===== src/easgt_pkg.sv =====
// ---------------------------------------------------------------------------
// easgt_pkg
// Shared constants and types for the event admission / sequence gap tracker.
// ---------------------------------------------------------------------------
package easgt_pkg;

  localparam int CAPACITY       = 16;
  localparam int NUM_CATEGORIES = 16;

  localparam int IDX_W = (CAPACITY > 1) ? $clog2(CAPACITY) : 1;
  localparam int CNT_W = $clog2(CAPACITY + 1);
  localparam int KEY_W = 64;
  localparam int VAL_W = 64;
  localparam int ADDR_W = 4;

  // status codes
  localparam logic [1:0] ST_ACCEPTED = 2'd0;
  localparam logic [1:0] ST_INVALID  = 2'd1;
  localparam logic [1:0] ST_EXPIRED  = 2'd2;
  localparam logic [1:0] ST_CATEGORY = 2'd3;

  // register indexes (decoded from paddr[3])
  localparam logic REG_CAT_ENABLE = 1'b0;
  localparam logic REG_EXPIRY     = 1'b1;

  typedef enum logic {
    ALU_SUB = 1'b0,
    ALU_ADD = 1'b1
  } alu_op_t;

  typedef struct packed {
    alu_op_t          op;
    logic [VAL_W-1:0] a;
    logic [VAL_W-1:0] b;
    logic             cin;
  } alu_req_t;

  typedef struct packed {
    logic             key_en;
    logic             mark_en;
    logic [IDX_W-1:0] addr;
    logic [KEY_W-1:0] key;
    logic [VAL_W-1:0] mark;
  } tbl_wr_t;

endpackage


===== src/easgt_alu.sv =====
// ---------------------------------------------------------------------------
// easgt_alu
// Shared 64-bit add/subtract unit; bit 64 is carry (add) or borrow (sub).
// ---------------------------------------------------------------------------
module easgt_alu (
  input  easgt_pkg::alu_req_t        req,
  output logic [easgt_pkg::VAL_W:0]  res
);
  import easgt_pkg::*;

  logic [VAL_W:0] a_ext;
  logic [VAL_W:0] b_ext;
  logic [VAL_W:0] c_ext;

  assign a_ext = {1'b0, req.a};
  assign b_ext = {1'b0, req.b};
  assign c_ext = {{VAL_W{1'b0}}, req.cin};

  always_comb begin
    case (req.op)
      ALU_ADD: res = a_ext + b_ext + c_ext;
      ALU_SUB: res = a_ext - b_ext - c_ext;
      default: res = a_ext - b_ext - c_ext;
    endcase
  end

endmodule


===== src/easgt_stream_table.sv =====
// ---------------------------------------------------------------------------
// easgt_stream_table
// Stream key and high-mark storage, one write port, registered read.
// ---------------------------------------------------------------------------
module easgt_stream_table (
  input  logic                          clk,
  input  logic                          rd_en,
  input  logic [easgt_pkg::IDX_W-1:0]   rd_addr,
  output logic [easgt_pkg::KEY_W-1:0]   rd_key,
  output logic [easgt_pkg::VAL_W-1:0]   rd_mark,
  input  easgt_pkg::tbl_wr_t            wr
);
  import easgt_pkg::*;

  logic [KEY_W-1:0] key_mem [CAPACITY];
  logic [VAL_W-1:0] mark_mem [CAPACITY];

  always_ff @(posedge clk) begin
    if (wr.key_en) begin
      key_mem[wr.addr] <= wr.key;
    end
    if (wr.mark_en) begin
      mark_mem[wr.addr] <= wr.mark;
    end
  end

  always_ff @(posedge clk) begin
    if (rd_en) begin
      rd_key  <= key_mem[rd_addr];
      rd_mark <= mark_mem[rd_addr];
    end
  end

endmodule


===== src/event_admission_sequence_gap_tracker.sv =====
// ---------------------------------------------------------------------------
// event_admission_sequence_gap_tracker
// Admits or rejects events and tracks per-stream sequence gaps.
//
// Usage: drive the event fields and pulse start while busy is low; the word
// is taken at that edge. Exactly one result word follows, shown for one cycle
// with out_valid high; the receiver cannot stall it. busy stays high until
// the result cycle, during which a new word may already be started.
// A rejected event goes from the expiry check straight to the result. An
// accepted event walks the stream table one entry per cycle through the
// shared subtractor (up to 16 streams in use). A new stream is then
// inserted; a known stream runs the gap subtract and, for a gap of more
// than one, the minus one and the saturating gap add on the same unit.
// Registers on the APB port: 0x0 category_enable, 0x8 expiry_time. The
// user must make writes only while no event is in flight (not enforced).
// Reset (rst_n low, synchronous) clears all counters, stream occupancy and
// the round-robin slot and restores the register defaults.
// ---------------------------------------------------------------------------
module event_admission_sequence_gap_tracker (
  input  logic                         clk,
  input  logic                         rst_n,
  // event input
  input  logic                         start,
  output logic                         busy,
  input  logic                         in_event_well_formed,
  input  logic [3:0]                   in_category,
  input  logic [31:0]                  in_session_id,
  input  logic [31:0]                  in_process_id,
  input  logic [63:0]                  in_sequence_number,
  input  logic [63:0]                  in_now_time,
  // result
  output logic                         out_valid,
  output logic [1:0]                   out_status,
  output logic [63:0]                  out_invalid_count,
  output logic [63:0]                  out_expired_count,
  output logic [63:0]                  out_category_reject_count,
  output logic [63:0]                  out_stream_eviction_count,
  output logic [63:0]                  out_gap_total,
  output logic                         out_gap_saturated,
  output logic [63:0]                  out_overwrite_count,
  output logic [63:0]                  out_accepted_count,
  output logic [easgt_pkg::CNT_W-1:0]  out_stored_events,
  // configuration
  input  logic                         psel,
  input  logic                         penable,
  input  logic                         pwrite,
  input  logic [easgt_pkg::ADDR_W-1:0] paddr,
  input  logic [63:0]                  pwdata,
  output logic [63:0]                  prdata,
  output logic                         pready
);
  import easgt_pkg::*;

  typedef enum logic [8:0] {
    S_IDLE   = 9'b000000001,
    S_EXP    = 9'b000000010,
    S_CMP    = 9'b000000100,
    S_GAP0   = 9'b000001000,
    S_GAP1   = 9'b000010000,
    S_GAP2   = 9'b000100000,
    S_INSERT = 9'b001000000,
    S_FIN    = 9'b010000000,
    S_DONE   = 9'b100000000
  } state_t;

  state_t state_r, state_nxt;

  // config
  logic [15:0] cat_en_r;
  logic [63:0] expiry_r;
  logic        cfg_wr;

  // latched event
  logic              wf_r;
  logic [3:0]        cat_r;
  logic [KEY_W-1:0]  key_r;
  logic [63:0]       seq_r;
  logic [63:0]       now_r;

  // sequencer data
  logic [IDX_W-1:0] idx_r, idx_nxt;
  logic [63:0]      tmp_r, tmp_nxt;
  logic [1:0]       status_r, status_nxt;

  // state
  logic [CNT_W-1:0] in_use_r, in_use_nxt;
  logic [IDX_W-1:0] repl_r, repl_nxt;
  logic [CNT_W-1:0] fill_r, fill_nxt;
  logic [63:0]      inv_cnt_r, inv_cnt_nxt;
  logic [63:0]      exp_cnt_r, exp_cnt_nxt;
  logic [63:0]      cat_cnt_r, cat_cnt_nxt;
  logic [63:0]      evict_r, evict_nxt;
  logic [63:0]      gap_r, gap_nxt;
  logic             sticky_r, sticky_nxt;
  logic [63:0]      ovw_r, ovw_nxt;
  logic [63:0]      acc_r, acc_nxt;

  // shared unit and table
  alu_req_t         alu_req;
  logic [VAL_W:0]   alu_res;
  logic             rd_en;
  logic [IDX_W-1:0] rd_addr;
  logic [KEY_W-1:0] rd_key;
  logic [VAL_W-1:0] rd_mark;
  tbl_wr_t          tbl_wr;

  logic             take;
  logic             cat_ok;
  logic             last_entry;
  logic [IDX_W-1:0] ins_slot;

  easgt_alu u_alu (
    .req (alu_req),
    .res (alu_res)
  );

  easgt_stream_table u_table (
    .clk     (clk),
    .rd_en   (rd_en),
    .rd_addr (rd_addr),
    .rd_key  (rd_key),
    .rd_mark (rd_mark),
    .wr      (tbl_wr)
  );

  // ---------------- configuration port ----------------
  assign pready = 1'b1;
  assign cfg_wr = psel & penable & pwrite & pready;

  always_ff @(posedge clk) begin
    if (!rst_n) begin
      cat_en_r <= 16'hFFFF;
      expiry_r <= '1;
    end else if (cfg_wr) begin
      case (paddr[3])
        REG_CAT_ENABLE: cat_en_r <= pwdata[15:0];
        REG_EXPIRY:     expiry_r <= pwdata;
        default:        ;
      endcase
    end
  end

  always_comb begin
    case (paddr[3])
      REG_CAT_ENABLE: prdata = {48'd0, cat_en_r};
      REG_EXPIRY:     prdata = expiry_r;
      default:        prdata = '0;
    endcase
  end

  // ---------------- handshake ----------------
  assign busy = (state_r != S_IDLE) && (state_r != S_DONE);
  assign take = start & ~busy;

  always_ff @(posedge clk) begin
    if (take) begin
      wf_r  <= in_event_well_formed;
      cat_r <= in_category;
      key_r <= {in_session_id, in_process_id};
      seq_r <= in_sequence_number;
      now_r <= in_now_time;
    end
  end

  assign cat_ok     = (int'(cat_r) < NUM_CATEGORIES) && cat_en_r[cat_r];
  assign last_entry = (CNT_W'(idx_r) + CNT_W'(1)) == in_use_r;
  assign ins_slot   = (in_use_r < CNT_W'(CAPACITY)) ? IDX_W'(in_use_r) : repl_r;

  // ---------------- sequencer ----------------
  always_comb begin
    state_nxt   = state_r;
    idx_nxt     = idx_r;
    tmp_nxt     = tmp_r;
    status_nxt  = status_r;
    in_use_nxt  = in_use_r;
    repl_nxt    = repl_r;
    fill_nxt    = fill_r;
    inv_cnt_nxt = inv_cnt_r;
    exp_cnt_nxt = exp_cnt_r;
    cat_cnt_nxt = cat_cnt_r;
    evict_nxt   = evict_r;
    gap_nxt     = gap_r;
    sticky_nxt  = sticky_r;
    ovw_nxt     = ovw_r;
    acc_nxt     = acc_r;

    alu_req.op  = ALU_SUB;
    alu_req.a   = now_r;
    alu_req.b   = expiry_r;
    alu_req.cin = 1'b0;

    rd_en   = 1'b0;
    rd_addr = '0;

    tbl_wr.key_en  = 1'b0;
    tbl_wr.mark_en = 1'b0;
    tbl_wr.addr    = idx_r;
    tbl_wr.key     = key_r;
    tbl_wr.mark    = seq_r;

    case (state_r)
      S_IDLE: begin
        if (take) begin
          state_nxt = S_EXP;
        end
      end
      S_EXP: begin
        // now - expiry, no borrow means expired
        rd_en   = 1'b1;
        rd_addr = '0;
        idx_nxt = '0;
        if (!wf_r) begin
          inv_cnt_nxt = inv_cnt_r + 64'd1;
          status_nxt  = ST_INVALID;
          state_nxt   = S_DONE;
        end else if (!alu_res[VAL_W]) begin
          exp_cnt_nxt = exp_cnt_r + 64'd1;
          status_nxt  = ST_EXPIRED;
          state_nxt   = S_DONE;
        end else if (!cat_ok) begin
          cat_cnt_nxt = cat_cnt_r + 64'd1;
          status_nxt  = ST_CATEGORY;
          state_nxt   = S_DONE;
        end else begin
          status_nxt = ST_ACCEPTED;
          state_nxt  = (in_use_r == '0) ? S_INSERT : S_CMP;
        end
      end
      S_CMP: begin
        // compare entry idx_r, prefetch idx_r + 1 on a miss that is not the last; a hit keeps its mark
        alu_req.a = key_r;
        alu_req.b = rd_key;
        rd_addr   = idx_r + IDX_W'(1);
        if (alu_res[VAL_W-1:0] == '0) begin
          state_nxt = S_GAP0;
        end else if (last_entry) begin
          state_nxt = S_INSERT;
        end else begin
          rd_en   = 1'b1;
          idx_nxt = idx_r + IDX_W'(1);
        end
      end
      S_GAP0: begin
        alu_req.a = seq_r;
        alu_req.b = rd_mark;
        tmp_nxt   = alu_res[VAL_W-1:0];
        if (!alu_res[VAL_W] && (alu_res[VAL_W-1:0] != '0)) begin
          tbl_wr.mark_en = 1'b1;
        end
        if (!alu_res[VAL_W] && (alu_res[VAL_W-1:1] != '0)) begin
          state_nxt = S_GAP1;
        end else begin
          state_nxt = S_FIN;
        end
      end
      S_GAP1: begin
        // missing = diff - 1
        alu_req.a = tmp_r;
        alu_req.b = 64'd1;
        tmp_nxt   = alu_res[VAL_W-1:0];
        state_nxt = S_GAP2;
      end
      S_GAP2: begin
        alu_req.op = ALU_ADD;
        alu_req.a  = gap_r;
        alu_req.b  = tmp_r;
        if (alu_res[VAL_W]) begin
          gap_nxt    = '1;
          sticky_nxt = 1'b1;
        end else begin
          gap_nxt = alu_res[VAL_W-1:0];
        end
        state_nxt = S_FIN;
      end
      S_INSERT: begin
        tbl_wr.key_en  = 1'b1;
        tbl_wr.mark_en = 1'b1;
        tbl_wr.addr    = ins_slot;
        if (in_use_r < CNT_W'(CAPACITY)) begin
          in_use_nxt = in_use_r + CNT_W'(1);
        end else begin
          repl_nxt  = (repl_r == IDX_W'(CAPACITY - 1)) ? '0 : repl_r + IDX_W'(1);
          evict_nxt = evict_r + 64'd1;
        end
        state_nxt = S_FIN;
      end
      S_FIN: begin
        if (fill_r >= CNT_W'(CAPACITY)) begin
          ovw_nxt = ovw_r + 64'd1;
        end else begin
          fill_nxt = fill_r + CNT_W'(1);
        end
        acc_nxt   = acc_r + 64'd1;
        state_nxt = S_DONE;
      end
      S_DONE: begin
        state_nxt = take ? S_EXP : S_IDLE;
      end
      default: begin
        state_nxt = S_IDLE;
      end
    endcase
  end

  always_ff @(posedge clk) begin
    if (!rst_n) begin
      state_r   <= S_IDLE;
      in_use_r  <= '0;
      repl_r    <= '0;
      fill_r    <= '0;
      inv_cnt_r <= '0;
      exp_cnt_r <= '0;
      cat_cnt_r <= '0;
      evict_r   <= '0;
      gap_r     <= '0;
      sticky_r  <= 1'b0;
      ovw_r     <= '0;
      acc_r     <= '0;
    end else begin
      state_r   <= state_nxt;
      in_use_r  <= in_use_nxt;
      repl_r    <= repl_nxt;
      fill_r    <= fill_nxt;
      inv_cnt_r <= inv_cnt_nxt;
      exp_cnt_r <= exp_cnt_nxt;
      cat_cnt_r <= cat_cnt_nxt;
      evict_r   <= evict_nxt;
      gap_r     <= gap_nxt;
      sticky_r  <= sticky_nxt;
      ovw_r     <= ovw_nxt;
      acc_r     <= acc_nxt;
    end
  end

  always_ff @(posedge clk) begin
    idx_r    <= idx_nxt;
    tmp_r    <= tmp_nxt;
    status_r <= status_nxt;
  end

  // ---------------- result word ----------------
  assign out_valid                 = (state_r == S_DONE);
  assign out_status                = status_r;
  assign out_invalid_count         = inv_cnt_r;
  assign out_expired_count         = exp_cnt_r;
  assign out_category_reject_count = cat_cnt_r;
  assign out_stream_eviction_count = evict_r;
  assign out_gap_total             = gap_r;
  assign out_gap_saturated         = sticky_r;
  assign out_overwrite_count       = ovw_r;
  assign out_accepted_count        = acc_r;
  assign out_stored_events         = fill_r;

  // ---------------- assertions ----------------
  a_valid_one_cycle: assert property (@(posedge clk) disable iff (!rst_n)
    out_valid && !take |=> !out_valid)
    else $error("result word held past one cycle");

  a_take_goes_busy: assert property (@(posedge clk) disable iff (!rst_n)
    take |=> busy)
    else $error("accepted word did not start the sequencer");

  a_in_use_bound: assert property (@(posedge clk) disable iff (!rst_n)
    (in_use_r <= CNT_W'(CAPACITY)) && (fill_r <= CNT_W'(CAPACITY)))
    else $error("occupancy beyond capacity");

  a_sticky_saturated: assert property (@(posedge clk) disable iff (!rst_n)
    sticky_r |-> (gap_r == '1))
    else $error("gap sticky set but total not saturated");

endmodule

===== config.mk =====
export PLATFORM = sky130hd
export DESIGN_NAME = event_admission_sequence_gap_tracker
export DESIGN_NICKNAME = d
export VERILOG_FILES = /design/src/easgt_pkg.sv /design/src/easgt_alu.sv /design/src/easgt_stream_table.sv /design/src/event_admission_sequence_gap_tracker.sv
export SDC_FILE = /design/constraint.sdc
export NUM_CORES = 2
export LEC_CHECK = 0
export BUFFER_PORTS_ARGS = -buffer_cell sky130_fd_sc_hd__clkbuf_2
export CORE_UTILIZATION = 40
export DETAILED_ROUTE_END_ITERATION = 7
export GPL_ROUTABILITY_DRIVEN = 0
export SYNTH_ARGS = -nofsm -noshare
export SYNTH_HDL_FRONTEND = slang
export SYNTH_SLANG_ARGS = --single-unit

===== constraint.sdc =====
create_clock -name clk -period 17.05 [get_ports clk]
set_clock_uncertainty 0.05 [all_clocks]
set_input_delay 1.705 -clock clk [delete_from_list [all_inputs] [get_ports clk]]
set_output_delay 1.705 -clock clk [all_outputs]
set_load 0.1 [all_outputs]

### Word-level counts from Yosys, hierarchy flattened

Memories as Yosys holds them, arrays and structs flattened. A register that Yosys moved wholly into a read port is not among the register bits.
Index checks and enable logic that the tools add are counted.

| storage, ports and cells | value |
|---|---|
| flip-flop bits (word level) | 819 |
| RAM bits | 2048 |
| input bits | 271 |
| word-level logic and storage cells | 127 |
| memories kept | 2 |

| cells by class | value |
|---|---|
| $add $sub $neg | 13 |
| order comparisons | 3 |
| eq/ne operators | 17 |
| mux-type cells | 36 |
| bitwise operators | 11 |
| reductions and logical operators | 23 |

Memory list:

| name | depth | bits a word | read ports | clocked after memory_dff | write ports | line | source |
|---|---|---|---|---|---|---|---|
| u_table.key_mem | 16 | 64 | 1 | 1 | 1 | easgt_stream_table.sv:15 | `logic [KEY_W-1:0] key_mem [CAPACITY];` |
| u_table.mark_mem | 16 | 64 | 1 | 1 | 1 | easgt_stream_table.sv:16 | `logic [VAL_W-1:0] mark_mem [CAPACITY];` |

Operator list:

| cell | count |
|---|---|
| one-hot mux 128 bit (4 select lines) | 1 |
| adder 64 x 1 -> 64 bit (second input constant) | 6 |
| one-hot mux 65 bit (2 select lines) | 1 |
| one-hot mux 64 bit (2 select lines) | 1 |
| one-hot mux 9 bit (8 select lines) | 1 |
| adder 64 x 64 -> 65 bit | 1 |
| subtractor 64 x 64 -> 65 bit | 1 |
| zero test 64 bit | 1 |
| two-way mux 64 bit | 1 |
| nonzero test 64 bit | 1 |
| nonzero test 63 bit | 1 |
| two-way mux 9 bit | 6 |
| two-way mux 4 bit | 6 |
| AND reduction 2 bit | 9 |
| adder 5 x 1 -> 5 bit (second input constant) | 2 |
| two-way mux 1 bit | 10 |
| equality test 9 x 1 -> 1 bit (second input constant) | 1 |
| equality test 9 x 2 -> 1 bit (second input constant) | 1 |
| equality test 9 x 3 -> 1 bit (second input constant) | 1 |
| equality test 9 x 4 -> 1 bit (second input constant) | 1 |
| equality test 9 x 5 -> 1 bit (second input constant) | 1 |
| equality test 9 x 6 -> 1 bit (second input constant) | 1 |
| equality test 9 x 7 -> 1 bit (second input constant) | 1 |
| equality test 9 x 8 -> 1 bit (second input constant) | 1 |
| other kinds (27) | 46 |

### Logic depth before layout (Yosys ltp)

| logic depth | value |
|---|---|
| word-level depth | 10 |
| gate-level depth with buffers | 36 |
| mapped depth without buffers | 28 |

### Cells and area by module

From an unflattened synthesis, not the netlist that was laid out.

| unflattened totals | value |
|---|---|
| cells, all modules | 8992 |
| area, all modules | 128680.9 um^2 |

Modules (own cells, without submodules):

| module | instances | cells an instance | area each (um^2) |
|---|---|---|---|
| easgt_stream_table | 1 | 3402 | 81031.5 |
| event_admission_sequence_gap_tracker | 1 | 4118 | 37981.4 |
| easgt_alu | 1 | 1472 | 9668.0 |

### Worst setup path after synthesis

Ideal clock, no wire load.

| timing | value |
|---|---|
| path type | reg-to-reg |
| start point | reg state_r[2] |
| end point | reg state_r[0] |
| library setup time | 0.508 ns |
| arrival time | 12.387 ns |
| required time | 16.492 ns |
| slack | 4.105 ns |
| cell stages (with the launch flop) | 9 |
| buffers on the path | 2 |
| clock period less this slack | 12.945 ns |
| path through | dfxtp_1 > clkbuf_1 > or4_1 > clkbuf_1 > nor2_1 > and3_1 > nor2b_1 > nor2b_1 > o21ai_0 |

RTL lines:

| element | line | source |
|---|---|---|
| start: declaration | event_admission_sequence_gap_tracker.sv:66 | `state_t state_r, state_nxt;` |
| start signal: assignment | event_admission_sequence_gap_tracker.sv:320 | `state_r <= state_nxt;` |
| equality test 9 bit | - |  |
| via out_valid | event_admission_sequence_gap_tracker.sv:32 | `output logic out_valid,` |
| one-hot mux 9 bit (8 select lines) | event_admission_sequence_gap_tracker.sv:201 | `case (state_r)` |

The timed path passes the listed nets, and every way through them passes these cells.
A chain may end at the register's enable or synchronous reset.

### Final worst setup path

| timing | value |
|---|---|
| start point | reg state_r[2] |
| end point | mem u_table.mark_mem[12][57] (enable) |

| on the way | value |
|---|---|
| cells in the longest elaborated chain, start to end | 10 |

RTL lines:

| element | line | source |
|---|---|---|
| equality test 9 x 6 -> 1 bit, or another cell as far along | event_admission_sequence_gap_tracker.sv:201 |  |
| one-hot mux 128 bit (4 select lines) or two-way mux 1 bit (tied branches) | event_admission_sequence_gap_tracker.sv:201 |  |
| subtractor 64 x 64 -> 65 bit, or another cell as far along | easgt_alu.sv:22 | `ALU_SUB: res = a_ext - b_ext - c_ext;` |
| one-hot mux 65 bit (2 select lines) * | easgt_alu.sv:20 | `case (req.op)` |
| via alu_res[60] | event_admission_sequence_gap_tracker.sv:100 | `logic [VAL_W:0] alu_res;` |
| nonzero test 64 bit * | event_admission_sequence_gap_tracker.sv:247 | `if (!alu_res[VAL_W] && (alu_res[VAL_W-1:0] != '0)) begin` |
| logical AND 1 bit * | event_admission_sequence_gap_tracker.sv:247 |  |
| two-way mux 1 bit * | event_admission_sequence_gap_tracker.sv:247 |  |
| one-hot mux 1 bit (2 select lines) * | event_admission_sequence_gap_tracker.sv:201 |  |
| two-way mux 1 bit * | easgt_stream_table.sv:22 | `if (wr.mark_en) begin` |
| two-way mux 1 bit (not written as such) * | easgt_stream_table.sv:23 | `mark_mem[wr.addr] <= wr.mark;` |
| end: declaration | easgt_stream_table.sv:16 |  |

The timed path passes the listed nets; every way through them passes the cells marked *.

==> results.yml <==
outcome:
  status: "complete, but fails checks"
  violations: "design-rule violations"
sta:
  finalSetupViolCount: 0
  final_max_slew_viol_count: 0
  max_freq_ghz: 0.0825
  hold_violations: 0
  min_period_over_period_pct: 71.1
  whs_ns: 0.429
  layout_min_cycle_time_ns: 12.13
  rsz0062_at_grt: "false"
  tightest_slew_ns: 1.38
  setup_tns_ns: 0
  slew_headroom_pct: 8.16
drt:
  remaining_drc_errors: 1
  drt_iter0_drc: 11100
  post_drt_via_cell_ratio: 6.02
  first_pass_iters: 8
  via_count: 87600
  ant_nets: 0
  wl_mm: 453
  wl_per_cell_um: 31.1
logic_synthesis:
  yosys-mux-area-fraction_pct: 4.83
  synth-edff-count: 2443
  synth.most_common_cell: "edfxtp_1"
  async_flop_share_pct: 0
  synth_top_area_share_pct: 58.8
  syn_nets: 9789
  synthCells: 9440
  synth_area_leaders: "edfxtp_1 (59%), dfxtp_1 (8.9%), mux2i_1 (4.1%), a21oi_1 (2.5%), xnor2_1 (2.2%)"
  synth_compound_area_share_pct: 11.5
  syn_area_per_cell_um2: 13.2
  yosysSeqAreaShare_pct: 67.7
  ys.flop_type: "edfxtp_1"
  yosys.area.top_type: "edfxtp_1"
  ys_seq_elements: 2995
  synth_xor_area_share_pct: 2.89
  syn_area_um2: 125000
  synth_commonest_cells: "edfxtp_1 (2,443), nand2_1 (714), a21oi_1 (614), dfxtp_1 (552), clkbuf_1 (522)"
  synth_fa_ha_area_share_pct: 0.789
  yosys_warnings: 0
  synth_top_family_by_area: "compound AO/OA/AOI/OAI gates"
  synth.distinct_cells: 90
  synth-simple-area-share_pct: 10.2
floorplanning:
  core_area_um2: 309000
  die_area_um2: 314000
  rows: 204
  ioPinCount: 794
  fp.dieW_um: 560
  die_h_um: 560
  start_util_pct: 40.3
power:
  p_comb_share_pct: 3.2
  p_switching_mw: 3.52
  powerDensity_nw_per_um2: 110
  p_seq_share_pct: 51.3
  power.total_mw: 15.8
  p_int_mw: 12.3
  vdd_drop_max_mv: 0.0844
  swShare_pct: 22.2
  p_clk_share_pct: 45.5
  p_leak_nw: 49.0
cts:
  cts_resized: 0
  cts_setup_buffers: 0
  clk_latency_ns: 0.97
  cts_hold_buffers: 0
  numCtsBuffers: 330
  clkTransAtPathRegs_ns: 0.06
  cts_max_path_buffers: 4
  cts.htree.levels: 5
  root_buffer: "clkbuf_16"
  cts_tree: "yes"
  clock_sinks: 2995
worst_setup_path:
  critical_path_arrival_ns: 12.61
  required_ns: 17.53
  worstSetupEndpointType: "register"
  startpoint_type: "register"
  crit_type: "reg2reg"
  path_max_fanout: 66
layout:
  fin_nets: 10500
  reg_top3: "u_table.key_mem: 1024 flops, u_table.mark_mem: 1024 flops"
  drive_gt1_share_pct: 15.7
  syn_to_final_growth_pct: 15.9
hold_path:
  hold_path_class: "reg2reg"
global_routing:
  gr-usage-all-layers_pct: 27.8
  first_global_vias: 82100
  grt_start_max_net_pins: 226
  grt_antenna_before_repair: 53
  grt_pass1_wl_mm: 626
  overflow: 0
run:
  drv_cap: 0
placed_design:
  io_buffer_count: 789
  dp_hpwl_mm: 302
[cell usage in the layout, fill, tap and decap left out, drive strengths merged, types with 26 or more instances in the layout]
cell    count
edfxtp   2443
a311oi     45
clkbuf   1197
mux2i     507
a211oi    339
nand4     129
nor3      202
nor2      253
a31oi      36
and2      387
and3       97
or3        94
dfxtp     552
a21o       43
a22oi     160
and4       53
xor2       99
a21boi     82
nor2b      69
nand3     294
buf       195
clkinv    133
nand2     714
o21ai     312
bufinv     33
ha         77
mux2       48
xnor2     312
inv        82
o22ai     426
nand3b     26
a21oi     614
nor4       41
[metal layers]
metal	track usage, %	vias to the layer above	wire [µm]
met5	0	-	78
met1	34.8	43600	168000
met2	43.0	5113	201000
met4	18.2	12	35900
li1	-	37800	-
met3	6.78	1047	47600
[final cells by class]
class,instances,area (µm²)
Inverter,67,274
Clock buffer,409,8820
Timing Repair Buffer,983,5530
Fill cell,27200,165000
Multi-Input combinational cell,5784,38200
Clock inverter,188,2080
Sequential cell,2995,84400
Tap cell,4120,5150
Antenna cell,15,37.5
[power by group through the flow]
stage | Sequential, mW | Combinational [mW] | Clock [mW]
after floorplan | 8.20 | 0.281 | 0
after global placement | 8.26 | 0.493 | 0
after detailed placement | 8.26 | 0.498 | 0
after CTS | 8.11 | 0.500 | 7.29
after global routing | 8.11 | 0.532 | 7.57
final | 8.11 | 0.514 | 7.20
[worst max-delay path, cell delays in order, from the launching register on]
cell	delay [ns]
dfxtp_2	0.31
buf_4	0.50
nor4b_4	0.62
a211o_1	0.59
nand2_4	0.61
a221o_1	0.55
nor4_1	0.75
nand4_2	0.39
nor4b_1	0.93
a21oi_1	0.18
xnor2_1	0.21
ha_1	0.44
nand2_1	0.16
nor3_1	0.68
o2111ai_1	0.38
a31o_2	0.39
a2111oi_1	0.59
mux2i_1	0.37
or4_1	0.56
nor4b_1	0.35
nand4b_1	0.45
a31oi_2	0.32
buf_4	0.33
nor3_2	0.08
buf_4	0.31
buf_4	0.45
[path summary, 6_finish.rpt]
path | slack [ns] | cells after the start | start | end
worst max-delay path | 4.92 | 25 | state_r[2]$_SDFFE_PN0P_ | u_table.mark_mem[12][57]$_DFFE_PP_
worst min-delay path | 0.43 | 2 | out_category_reject_count[63]$_SDFFE_PN0P_ | out_category_reject_count[63]$_SDFFE_PN0P_
worst max register to register | 4.92 | 25 | state_r[2]$_SDFFE_PN0P_ | u_table.mark_mem[12][57]$_DFFE_PP_
worst min register to register | 0.43 | 2 | out_category_reject_count[63]$_SDFFE_PN0P_ | out_category_reject_count[63]$_SDFFE_PN0P_
[through the flow]
| stage | util, % | setup slack [ns] | instances | area (µm²) |
|---|---|---|---|---|
| after global placement | 43.2 | 5.56 | 13900 | 134000 |
| after CTS | 46.7 | 5.49 | 14500 | 144000 |
| after floorplan | - | 4.10 | 9440 | 125000 |
| after global routing | 46.7 | 4.66 | 14500 | 144000 |
| final | 46.7 | 4.92 | 14600 | 145000 |
| after detailed placement | 43.2 | 5.54 | 13900 | 134000 |
[cells by family (layout without fill, tap and decap cells)]
| group | after synthesis | count (layout) |
|---|---|---|
| xor+xnor | 411 | 411 |
| mux | 573 | 573 |
| buf+inv | 661 | 1647 |
| compound gates | 2257 | 2257 |
| flops | 2995 | 2995 |
| other cells | 1 | 16 |
| simple gates | 2464 | 2464 |
| fa+ha+maj | 78 | 78 |
Note: power is estimated with default switching activity, not from simulation.
